--- config.mk ---
export PLATFORM = sky130hd
export DESIGN_NAME = sata_dma_command_builder_top
export DESIGN_NICKNAME = d
export VERILOG_FILES = /design/src/hw/rtl/sdcb_pkg.sv /design/src/hw/rtl/sdcb_front.sv /design/src/hw/rtl/sdcb_queue.sv /design/src/hw/rtl/sdcb_back.sv /design/src/hw/rtl/sata_dma_command_builder_top.sv
export SDC_FILE = /design/constraint.sdc
export NUM_CORES = 1
export LEC_CHECK = 0
export ABC_AREA = 1
export ABC_CLOCK_PERIOD_IN_PS = 9900
export BUFFER_PORTS_ARGS = -buffer_cell sky130_fd_sc_hd__buf_2
export CORE_ASPECT_RATIO = 1.25
export CORE_UTILIZATION = 51
export CTS_BUF_LIST = sky130_fd_sc_hd__clkbuf_16
export DETAILED_ROUTE_END_ITERATION = 10
export PLACE_DENSITY = 0.84
export SYNTH_ARGS = -nofsm -noshare
export SYNTH_HDL_FRONTEND = slang
export SYNTH_SLANG_ARGS = --single-unit
--- constraint.sdc ---
create_clock -name clk -period 9.9 [get_ports clk]
set_input_delay 2.97 -clock clk [delete_from_list [all_inputs] [get_ports clk]]
set_output_delay 2.97 -clock clk [all_outputs]
set_load 0.05 [all_outputs]
--- src/hw/rtl/sdcb_pkg.sv ---
// Shared types and constants for the SATA DMA command builder.
package sdcb_pkg;

  // Entry counts up to the largest supported PRDT length (63) fit in six bits.
  localparam int unsigned TOTAL_W = 6;

  localparam logic [7:0]  CMD_READ_DMA_EXT  = 8'h25;
  localparam logic [7:0]  CMD_WRITE_DMA_EXT = 8'h35;
  localparam logic [63:0] BYTES_PER_ENTRY   = 64'd8192;
  localparam logic [12:0] FULL_ENTRY_BYTES_LESS_ONE = 13'h1FFF;

  typedef enum logic [1:0] {
    STATUS_OK         = 2'd0,
    STATUS_NO_SLOT    = 2'd1,
    STATUS_ZERO_COUNT = 2'd2,
    STATUS_TOO_LARGE  = 2'd3
  } status_t;

  typedef enum logic {
    KIND_SUMMARY = 1'b0,
    KIND_ENTRY   = 1'b1
  } kind_t;

  typedef struct packed {
    logic        operation;
    logic [31:0] slots_busy;
    logic [47:0] start_lba;
    logic [15:0] sector_count;
    logic [63:0] buffer_addr;
  } in_item_t;

  typedef struct packed {
    logic        kind;
    logic [1:0]  status;
    logic [4:0]  slot;
    logic        write_dir;
    logic [3:0]  entry_total;
    logic [7:0]  command_code;
    logic [47:0] fis_lba;
    logic [15:0] fis_count;
    logic [63:0] entry_addr;
    logic [12:0] entry_bytes_less_one;
    logic        last;
  } out_item_t;

  // Classified request as it travels from the front to the back.
  typedef struct packed {
    status_t              status;
    logic [4:0]           slot;
    logic                 write_dir;
    logic [TOTAL_W-1:0]   total;
    logic [47:0]          lba;
    logic [15:0]          count;
    logic [63:0]          addr;
    logic [3:0]           tail_sectors_less_one;
  } desc_t;

  // Handshake between the request queue and the back end.
  typedef struct packed {
    logic empty;
    logic full;
  } queue_status_t;

endpackage

--- src/hw/rtl/sdcb_front.sv ---
// Front end: slot search, request checks and PRDT entry count.
module sdcb_front #(
  parameter int unsigned MAX_PRDT   = 8,
  parameter int unsigned SLOT_COUNT = 32
) (
  input  sdcb_pkg::in_item_t in_data,
  output sdcb_pkg::desc_t    desc
);
  import sdcb_pkg::*;

  localparam logic [31:0] SLOT_MASK   = 32'((64'd1 << SLOT_COUNT) - 64'd1);
  localparam logic [15:0] COUNT_LIMIT = 16'(16 * MAX_PRDT);

  logic [31:0] free_slots;
  logic [4:0]  first_free;
  logic        slot_found;
  logic [15:0] count_less_one;

  assign free_slots     = ~in_data.slots_busy & SLOT_MASK;
  assign slot_found     = |free_slots;
  assign count_less_one = in_data.sector_count - 16'd1;

  // Lowest free slot wins, so scan from the top down.
  always_comb begin
    first_free = '0;
    for (int i = 31; i >= 0; i--) begin
      if (free_slots[i]) begin
        first_free = 5'(i);
      end
    end
  end

  always_comb begin
    desc.slot                  = first_free;
    desc.write_dir             = in_data.operation;
    desc.total                 = count_less_one[4 +: TOTAL_W] + TOTAL_W'(1);
    desc.lba                   = in_data.start_lba;
    desc.count                 = in_data.sector_count;
    desc.addr                  = in_data.buffer_addr;
    desc.tail_sectors_less_one = count_less_one[3:0];
    priority if (!slot_found) begin
      desc.status = STATUS_NO_SLOT;
    end else if (in_data.sector_count == 16'd0) begin
      desc.status = STATUS_ZERO_COUNT;
    end else if (in_data.sector_count > COUNT_LIMIT) begin
      desc.status = STATUS_TOO_LARGE;
    end else begin
      desc.status = STATUS_OK;
    end
  end

endmodule

--- src/hw/rtl/sdcb_queue.sv ---
// Small register queue of classified requests between front and back.
module sdcb_queue #(
  parameter int unsigned DEPTH = 2
) (
  input  logic                  clk,
  input  logic                  rst_n,
  input  logic                  push,
  input  sdcb_pkg::desc_t       push_data,
  input  logic                  pop,
  output sdcb_pkg::desc_t       head,
  output sdcb_pkg::queue_status_t qstat
);
  import sdcb_pkg::*;

  localparam int unsigned PTR_W = (DEPTH > 1) ? $clog2(DEPTH) : 1;
  localparam int unsigned CNT_W = $clog2(DEPTH + 1);

  desc_t             slots_r [DEPTH];
  logic [PTR_W-1:0]  wr_ptr_r, wr_ptr_nxt;
  logic [PTR_W-1:0]  rd_ptr_r, rd_ptr_nxt;
  logic [CNT_W-1:0]  fill_r, fill_nxt;

  assign qstat.empty = (fill_r == '0);
  assign qstat.full  = (fill_r == CNT_W'(DEPTH));
  assign head        = slots_r[rd_ptr_r];

  function automatic logic [PTR_W-1:0] next_ptr(input logic [PTR_W-1:0] p);
    if (p == PTR_W'(DEPTH - 1)) begin
      return '0;
    end
    return p + PTR_W'(1);
  endfunction

  always_comb begin
    wr_ptr_nxt = push ? next_ptr(wr_ptr_r) : wr_ptr_r;
    rd_ptr_nxt = pop  ? next_ptr(rd_ptr_r) : rd_ptr_r;
    fill_nxt   = fill_r + CNT_W'(push) - CNT_W'(pop);
  end

  always_ff @(posedge clk) begin
    if (!rst_n) begin
      wr_ptr_r <= '0;
      rd_ptr_r <= '0;
      fill_r   <= '0;
    end else begin
      wr_ptr_r <= wr_ptr_nxt;
      rd_ptr_r <= rd_ptr_nxt;
      fill_r   <= fill_nxt;
    end
  end

  always_ff @(posedge clk) begin
    if (push) begin
      slots_r[wr_ptr_r] <= push_data;
    end
  end

endmodule

--- src/hw/rtl/sdcb_back.sv ---
// Back end: emits the summary or error item, then one item per PRDT entry.
module sdcb_back (
  input  logic                    clk,
  input  logic                    rst_n,
  input  sdcb_pkg::desc_t         head,
  input  sdcb_pkg::queue_status_t qstat,
  output logic                    pop,
  output logic                    out_valid,
  input  logic                    out_ready,
  output sdcb_pkg::out_item_t     out_data
);
  import sdcb_pkg::*;

  typedef enum logic [1:0] {
    ST_HEAD  = 2'b01,
    ST_ENTRY = 2'b10
  } back_state_t;

  back_state_t          state_r, state_nxt;
  logic                 out_valid_r, out_valid_nxt;
  out_item_t            out_data_r, out_data_nxt;
  logic [4:0]           slot_r, slot_nxt;
  logic                 dir_r, dir_nxt;
  logic [TOTAL_W-1:0]   total_r, total_nxt;
  logic [TOTAL_W-1:0]   idx_r, idx_nxt;
  logic [3:0]           tail_r, tail_nxt;
  logic [63:0]          addr_r, addr_nxt;
  logic                 advance;
  logic                 is_last;

  assign advance   = !out_valid_r || out_ready;
  assign is_last   = (idx_r + TOTAL_W'(1) == total_r);
  assign out_valid = out_valid_r;
  assign out_data  = out_data_r;

  always_comb begin
    state_nxt     = state_r;
    out_valid_nxt = out_valid_r;
    out_data_nxt  = out_data_r;
    slot_nxt      = slot_r;
    dir_nxt       = dir_r;
    total_nxt     = total_r;
    idx_nxt       = idx_r;
    tail_nxt      = tail_r;
    addr_nxt      = addr_r;
    pop           = 1'b0;
    unique case (state_r)
      ST_HEAD: begin
        if (advance) begin
          out_valid_nxt = !qstat.empty;
          if (!qstat.empty) begin
            pop          = 1'b1;
            out_data_nxt = '0;
            out_data_nxt.kind   = KIND_SUMMARY;
            out_data_nxt.status = head.status;
            if (head.status == STATUS_OK) begin
              out_data_nxt.slot         = head.slot;
              out_data_nxt.write_dir    = head.write_dir;
              out_data_nxt.entry_total  = head.total[3:0];
              out_data_nxt.command_code = head.write_dir ? CMD_WRITE_DMA_EXT
                                                         : CMD_READ_DMA_EXT;
              out_data_nxt.fis_lba      = head.lba;
              out_data_nxt.fis_count    = head.count;
              out_data_nxt.last         = 1'b0;
              state_nxt = ST_ENTRY;
              slot_nxt  = head.slot;
              dir_nxt   = head.write_dir;
              total_nxt = head.total;
              tail_nxt  = head.tail_sectors_less_one;
              addr_nxt  = head.addr;
              idx_nxt   = '0;
            end else begin
              out_data_nxt.last = 1'b1;
            end
          end
        end
      end
      ST_ENTRY: begin
        if (advance) begin
          out_valid_nxt = 1'b1;
          out_data_nxt  = '0;
          out_data_nxt.kind         = KIND_ENTRY;
          out_data_nxt.status       = STATUS_OK;
          out_data_nxt.slot         = slot_r;
          out_data_nxt.write_dir    = dir_r;
          out_data_nxt.entry_total  = total_r[3:0];
          out_data_nxt.command_code = dir_r ? CMD_WRITE_DMA_EXT : CMD_READ_DMA_EXT;
          out_data_nxt.entry_addr   = addr_r;
          // The last entry's byte count less one is (tail sectors * 512) - 1.
          out_data_nxt.entry_bytes_less_one = is_last ? {tail_r, 9'h1FF}
                                                      : FULL_ENTRY_BYTES_LESS_ONE;
          out_data_nxt.last         = is_last;
          addr_nxt = addr_r + BYTES_PER_ENTRY;
          idx_nxt  = idx_r + TOTAL_W'(1);
          if (is_last) begin
            state_nxt = ST_HEAD;
          end
        end
      end
      default: begin
        state_nxt     = ST_HEAD;
        out_valid_nxt = 1'b0;
      end
    endcase
  end

  always_ff @(posedge clk) begin
    if (!rst_n) begin
      state_r     <= ST_HEAD;
      out_valid_r <= 1'b0;
    end else begin
      state_r     <= state_nxt;
      out_valid_r <= out_valid_nxt;
    end
  end

  always_ff @(posedge clk) begin
    out_data_r <= out_data_nxt;
    slot_r     <= slot_nxt;
    dir_r      <= dir_nxt;
    total_r    <= total_nxt;
    idx_r      <= idx_nxt;
    tail_r     <= tail_nxt;
    addr_r     <= addr_nxt;
  end

endmodule

--- src/hw/rtl/sata_dma_command_builder_top.sv ---
// Top level of the SATA DMA command builder: front end, request queue, back end.
//
//  Channel | Direction | Handshake            | Payload
//  --------+-----------+----------------------+---------------------------------
//  in_     | input     | in_valid / in_ready  | in_data  (one DMA request item)
//  out_    | output    | out_valid / out_ready| out_data (summary, error or PRDT)
//
// A request yields 1 + ceil(sector_count / 16) result items, or a single error
// item, one item per cycle while out_ready is high, paced by the back end's
// single result register; a full-length eight-entry request gives nine items.
// The front end classifies a request in the cycle it is accepted and writes it
// to a two-entry queue, so a new request is taken every cycle while the queue
// has room, even while the back end is still emitting entries or a result item
// waits for out_ready. Reset is synchronous on rst_n and clears the queue and
// the back end state; there is no clearing pass. Back-pressure on out_ready
// holds the result register and, once the queue fills, drops in_ready.
module sata_dma_command_builder_top #(
  parameter int unsigned MAX_PRDT    = 8,
  parameter int unsigned SLOT_COUNT  = 32,
  parameter int unsigned QUEUE_DEPTH = 2
) (
  input  logic                 clk,
  input  logic                 rst_n,
  input  logic                 in_valid,
  output logic                 in_ready,
  input  sdcb_pkg::in_item_t   in_data,
  output logic                 out_valid,
  input  logic                 out_ready,
  output sdcb_pkg::out_item_t  out_data
);
  import sdcb_pkg::*;

  desc_t         front_desc;
  desc_t         queue_head;
  queue_status_t queue_stat;
  logic          queue_push;
  logic          queue_pop;

  // The front end is pure classification; the queue is its output register.
  assign in_ready   = !queue_stat.full;
  assign queue_push = in_valid && in_ready;

  sdcb_front #(
    .MAX_PRDT   (MAX_PRDT),
    .SLOT_COUNT (SLOT_COUNT)
  ) u_front (
    .in_data (in_data),
    .desc    (front_desc)
  );

  sdcb_queue #(
    .DEPTH (QUEUE_DEPTH)
  ) u_queue (
    .clk       (clk),
    .rst_n     (rst_n),
    .push      (queue_push),
    .push_data (front_desc),
    .pop       (queue_pop),
    .head      (queue_head),
    .qstat     (queue_stat)
  );

  // The back end pops a request when it emits its first item.
  sdcb_back u_back (
    .clk       (clk),
    .rst_n     (rst_n),
    .head      (queue_head),
    .qstat     (queue_stat),
    .pop       (queue_pop),
    .out_valid (out_valid),
    .out_ready (out_ready),
    .out_data  (out_data)
  );

  // An error item always closes its request.
  assert property (@(posedge clk) disable iff (!rst_n)
    out_valid && (out_data.status != STATUS_OK) |-> out_data.last && !out_data.kind)
    else $error("error item not marked last");

  // A request that is not finished continues with a PRDT item straight away.
  assert property (@(posedge clk) disable iff (!rst_n)
    out_valid && out_ready && !out_data.last |=> out_valid && out_data.kind)
    else $error("gap or wrong kind inside a request");

  // The queue is never popped while empty.
  assert property (@(posedge clk) disable iff (!rst_n)
    queue_pop |-> !queue_stat.empty)
    else $error("request queue underflow");

endmodule
==> results_dict.tcl, run 1 <==
set metrics [dict create \
    cts_max_path_buffers 3 \
    dieArea_um2 42600 \
    avgSynthCellArea_um2 12.6 \
    async_reset_ff_share_pct 0 \
    vias_per_cell 5.31 \
    postPlaceCellArea_um2 23400 \
    yosysMostFrequentCell "edfxtp_1" \
    cp.required_ns 10.10 \
    fin_tns_setup_ns 0 \
    die_w_um 185 \
    grt_pass1_vias 13845 \
    cts_tree "built" \
    numCtsBuffers 50 \
    fin_worst_skew_ns 0.0323 \
    dpl.hpwl_mm 29.9 \
    grt_max_degree 97 \
    worst_skew_pair.late_latency_ns 0.61 \
    fin_cells 2598 \
    design_area_um2 25000 \
    yosys_warnings 0 \
    cts.sinks 534 \
    p_sw_share_pct 40.5 \
    coreArea_um2 41100 \
    cts_resized 0 \
    first_pass_iters 5 \
    power.share.combinational_pct 32.6 \
    synthMuxAreaShare_pct 0.0941 \
    slew_headroom_pct 27.9 \
    multi_input_area_um2 4460 \
    post-route-period-util_pct 49.6 \
    endpoint_kind "flip-flop" \
    layout.area.seq_um2 16000 \
    route.detailed.drc 0 \
    syn_inst 1684 \
    powerDensity_nw_per_um2 328 \
    h-tree-depth 2 \
    die_h_um 230 \
    slew_violations 0 \
    status "completed" \
    grt.overflow.total 0 \
    start_kind "primary input" \
    wl_per_cell_um 17.9 \
    clk_pin_slew_ns 0.06 \
    drive_above_1_share_pct 22.4 \
    hp-class "reg2reg" \
    p_switching_mw 3.32 \
    netlist_area_um2 21300 \
    post_cts_buffers 0 \
    port_buffers 325 \
    arrival_ns 5.12 \
    start_util_pct 51.7 \
    yosys.cell_types.count 46 \
    internal_power_mw 4.88 \
    fmax_mhz 203 \
    synth-compound-area-share_pct 6.53 \
    cap_violations 0 \
    synth_top_family_by_area "simple AND/OR/NAND/NOR gates" \
    period_minus_slack_ns 4.91 \
    ir_worst_vdd_mv 0.246 \
    ctsHoldBuffers 0 \
    worst_pin_slew_ns 1.08 \
    place_congestion 0.917 \
    synthTopCellsByCount "edfxtp_1 (526), nand2_1 (387), inv_1 (148)" \
    setup_viol 0 \
    fillers 3096 \
    ctsRootBufferMaster "clkbuf_16" \
    antenna_found_initial 6 \
    synthSimpleGateAreaFrac_pct 12.6 \
    synthAdderAreaFrac_pct 0.470 \
    synth_top_area_share_pct 74.2 \
    power.leakage_nw 10.1 \
    hold_viol 0 \
    synth_ff_type "edfxtp_1" \
    syn2layout_area_growth_pct 17.5 \
    yosys_register_bits 534 \
    vias 13787 \
    numPlacedInstances 2502 \
    drt_iter0_markers 1164 \
    critPathKind "in2reg" \
    power.clock.fraction_pct 22.6 \
    grt_pass1_wl_mm 72.4 \
    wirelength_mm 46.4 \
    yosysSeqAreaShare_pct 75.0 \
    cp_max_fo 71 \
    core.rowCount 83 \
    ant_nets 0 \
    ios 330 \
    rsz0062_at_grt "no" \
    grt_usage_pct 22.1 \
    synth_top_cell_by_area "edfxtp_1" \
    pwr-share-seq_pct 44.7 \
    synth_edf_count 526 \
    nets 2175 \
    synth_xor_area_share_pct 0.988 \
    yosys-top-cells-area "edfxtp_1 (74%), nand2_1 (6.8%), o21ai_0 (2.6%), inv_1 (2.6%), nor2_1 (2.5%)" \
]
-- flip-flops by register name, indices dropped and copies added, names as in the netlist, named ones only --
name,count
u_back.tail_r,4
u_back.addr_r,64
u_back.slot_r,5
u_back.total_r,6
u_back.out_valid,1
u_queue.wr_ptr_r,1
u_back.idx_r,6
u_back.state_r,2
u_queue.rd_ptr_r,1
u_back.dir_r,1
u_back.out_data,148
u_queue.slots_r,292
u_queue.fill_r,2
-- path summary, 6_finish.rpt --
path	slack (ns)	endpoint	cells after the start	startpoint
max	4.99	u_back.out_data[114]	8	out_ready
min	0.45	flip-flop	1	u_queue.rd_ptr_r
max reg2reg	6.02	u_back.out_data[114]	9	u_back.state_r[0]
min reg2reg	0.45	flip-flop	1	u_queue.rd_ptr_r
-- through the flow --
step	power (mW)	hold WS, ns	utilization, %	worst slack (ns)
2_1_floorplan	5.76	0.425	-	0.0800
6_report	8.20	0.451	60.8	4.99
3_5_place_dp	6.39	0.434	56.9	4.35
4_1_cts	8.25	0.451	60.8	4.96
5_1_grt	8.55	0.467	60.8	4.83
3_3_place_gp	6.32	0.433	56.9	4.40
-- critical path, stage by stage --
cell     delay (ns)
buf_2          0.11
nor2_1         0.05
inv_1          0.07
a21oi_1        0.04
inv_1          0.10
nand2_1        0.10
nor2_4         0.72
buf_4          0.82
-- cells by family (layout without fill, tap and decap cells) --
kind of cell / Yosys count / after routing
flip-flops: 534 / 534
adder cells (fa/ha/maj): 8 / 8
multiplexers: 2 / 2
XOR/XNOR: 24 / 24
AO/OA/AOI/OAI: 258 / 258
AND/OR/NAND/NOR: 629 / 629
other: 1 / 7
buffers and inverters: 228 / 584
-- per-layer routing --
metal | up-vias | wire length (µm) | GRT usage, %
met5 | - | 23 | 0
met4 | 4 | 1150 | 6.38
met3 | 94 | 4480 | 5.95
met2 | 648 | 23900 | 38.6
met1 | 6557 | 16900 | 26.7
li1 | 6484 | - | -
-- cell usage in the layout (no fill, tap or decap), drive strengths merged, types with 4 or more instances in the layout --
cell type	synthesis	final
nor4	12	12
o21ai	116	116
nand2	396	396
clkbuf	48	50
bufinv	0	4
ha	8	8
o32ai	6	6
nand4	14	14
nor2	155	155
nor3	19	19
nand3	22	22
a22o	6	6
xor2	18	18
or2	4	4
a31oi	4	4
edfxtp	526	526
xnor2	6	6
a21oi	101	101
dfxtp	8	8
o22ai	17	17
inv	152	168
clkinv	1	23
buf	27	338
conb	1	4
-- cell type report --
| type | instances | area share (%) |
|---|---|---|
| Sequential cell | 534 | 63.8 |
| Tap cell | 552 | 2.76 |
| Antenna cell | 3 | 0.0300 |
| Inverter | 153 | 2.31 |
| Clock buffer | 50 | 5.00 |
| Clock inverter | 43 | 1.39 |
| Timing Repair Buffer | 338 | 6.89 |
| Multi-Input combinational cell | 925 | 17.8 |
-- power groups by stage --
stage                     registers, mW  logic (mW)  clock network, mW
after global routing               3.73        2.86               1.96
final                              3.67        2.67               1.85
after global placement             3.69        2.63                  0
after floorplan                    4.82       0.940                  0
after CTS                          3.67        2.70               1.88
after detailed placement           3.70        2.69                  0
Power figures use the tool's default switching activity.
==> inputs of run 2 (changes only) <==
ABC_CLOCK_PERIOD_IN_PS = 4200   (was 9900)
clock period = 4.2 ns   (was 9.9 ns; I/O delays follow)
==> run 2 against run 1 <==
Net effect:
- combinational power up 140%
- non-clock buffer count up 6
- utilization up 0.48 points
- count of clock-buffer cells in the layout up 1
- clock power up 150%
- via count down 0.17%
- flip-flop and latch count unchanged
==> results_dict.tcl, run 2 (synthesis gave the netlist of run 1 again) <==
set metrics [dict create \
    status "completed" \
    endpoint_kind "flip-flop" \
    cts_max_path_buffers 3 \
    post_cts_buffers 0 \
    multi_input_area_um2 4460 \
    regMostFlops "u_queue.slots_r" \
    first_pass_iters 5 \
    wirelength_mm 46.3 \
    power.leakage_nw 10.1 \
    drt_iter0_markers 1209 \
    dpl.hpwl_mm 29.7 \
    hold_viol 0 \
    cts_resized 0 \
    power.share.combinational_pct 33.1 \
    p_switching_mw 7.87 \
    ios 330 \
    grt_pass1_vias 13600 \
    start_kind "flip-flop" \
    critPathKind "reg2reg" \
    die_w_um 185 \
    cts_tree "built" \
    ctsRootBufferMaster "clkbuf_16" \
    fmax_mhz 294 \
    vias 13763 \
    vias_per_cell 5.29 \
    core.rowCount 83 \
    final_common_cell "edfxtp_1" \
    grt_pass1_wl_mm 70.6 \
    fillers 3069 \
    antenna_found_initial 5 \
    dieArea_um2 42600 \
    grt.overflow.total 0 \
    syn2layout_area_growth_pct 18.5 \
    worst_skew_pair.late_latency_ns 0.60 \
    drive_above_1_share_pct 22.9 \
    port_buffers 325 \
    ant_nets 0 \
    use_met2_pct 37.6 \
    post-route-period-util_pct 81.1 \
    die_h_um 230 \
    pwr-share-seq_pct 43.6 \
    grt-busiest-layer "met2" \
    setup_viol 0 \
    largest_reg_flops 292 \
    rsz0062_at_grt "no" \
    grt_usage_pct 21.6 \
    clk_pin_slew_ns 0.06 \
    route.detailed.drc 0 \
    arrival_ns 3.74 \
    p_sw_share_pct 40.1 \
    worst_pin_slew_ns 0.961 \
    coreArea_um2 41100 \
    start_util_pct 51.7 \
    grt_max_degree 96 \
    final_core_util_pct 61.3 \
    fin_total_pwr_mw 19.6 \
    h-tree-depth 2 \
    cap_violations 0 \
    cp_max_fo 4 \
    cts.sinks 534 \
    slew_violations 0 \
    numPlacedInstances 2508 \
    ir_worst_vdd_mv 1.05 \
    slew_headroom_pct 35.9 \
    layout_common_cells "edfxtp_1 (526), nand2_1 (387), buf_2 (325)" \
    layout.area.seq_um2 16000 \
    period_minus_slack_ns 3.41 \
    place_congestion 0.935 \
    wl_per_cell_um 17.8 \
    fin_tns_setup_ns 0 \
    ctsHoldBuffers 0 \
    grt_use_met1_pct 25.7 \
    fin_cells 2602 \
    powerDensity_nw_per_um2 779 \
    power.clock.fraction_pct 23.4 \
    nets 2181 \
    hp-class "reg2reg" \
    internal_power_mw 11.8 \
    gr-usage-met3_pct 6.17 \
    cp.required_ns 4.54 \
    fin_worst_skew_ns 0.0242 \
    numCtsBuffers 50 \
]
==> run 2: path summary, 6_finish.rpt <==
check / startpoint / to / slack, ns / depth (start not counted)
setup reg to reg: u_back.addr_r[13] / u_back.addr_r[63] / 0.79 / 22
hold / removal: u_queue.rd_ptr_r / u_queue.rd_ptr_r / 0.45 / 1
setup / recovery: u_back.addr_r[13] / u_back.addr_r[63] / 0.79 / 22
hold reg to reg: u_queue.rd_ptr_r / u_queue.rd_ptr_r / 0.45 / 1
==> run 2: power groups by stage <==
stage / registers [mW] / clock network, mW / logic (mW)
CTS: 8.56 / 4.66 / 6.53
global placement: 8.59 / 0 / 6.40
detailed placement: 8.64 / 0 / 6.51
global route: 8.70 / 4.84 / 6.89
floorplan: 11.1 / 0 / 2.18
finish: 8.56 / 4.59 / 6.49
==> run 2: worst max-delay path: stages, from the launching register on <==
cell and delay [ns]:
edfxtp_1 0.40, ha_1 0.21, nand2_2 0.08, nor2_4 0.11, nand2_2 0.09, nor2_4 0.11
nand2_2 0.08, nor2_4 0.11, nand3_2 0.10, nor2_2 0.15, nand2_2 0.09, nor2_4 0.12
nand3_2 0.13, nor4_4 0.25, nand2_2 0.16, nor2_4 0.14, nand2_2 0.10, nor2_4 0.14
nand3_2 0.13, nor2_4 0.16, nand2_2 0.06, o21ai_1 0.16, o22ai_2 0.09
==> run 2: metal layers <==
layer  part of all wire [%]  vias to the layer above
li1                       -                     6497
met1                     37                     6501
met2                     51                      686
met3                    9.9                       79
met4                    2.3                        0
met5                      0                        -
==> run 2: area by class of cell <==
class                      count  share of cell area, %
inverter                     153                   2.29
tap                          552                   2.74
timing repair buffer         344                   7.32
clock inverter                40                   1.58
antenna                        3                 0.0298
multi-input combinational    925                   17.7
sequential                   534                   63.3
clock buffer                  51                   5.06
==> run 2: per-stage QoR <==
step	worst slack, ns	instance area (µm²)	hold slack [ns]
2_1_floorplan	-1.45	21300	0.425
3_3_place_gp	1.05	23500	0.430
3_5_place_dp	0.865	23500	0.440
4_1_cts	0.842	25200	0.452
5_1_grt	0.605	25200	0.476
6_report	0.794	25200	0.452
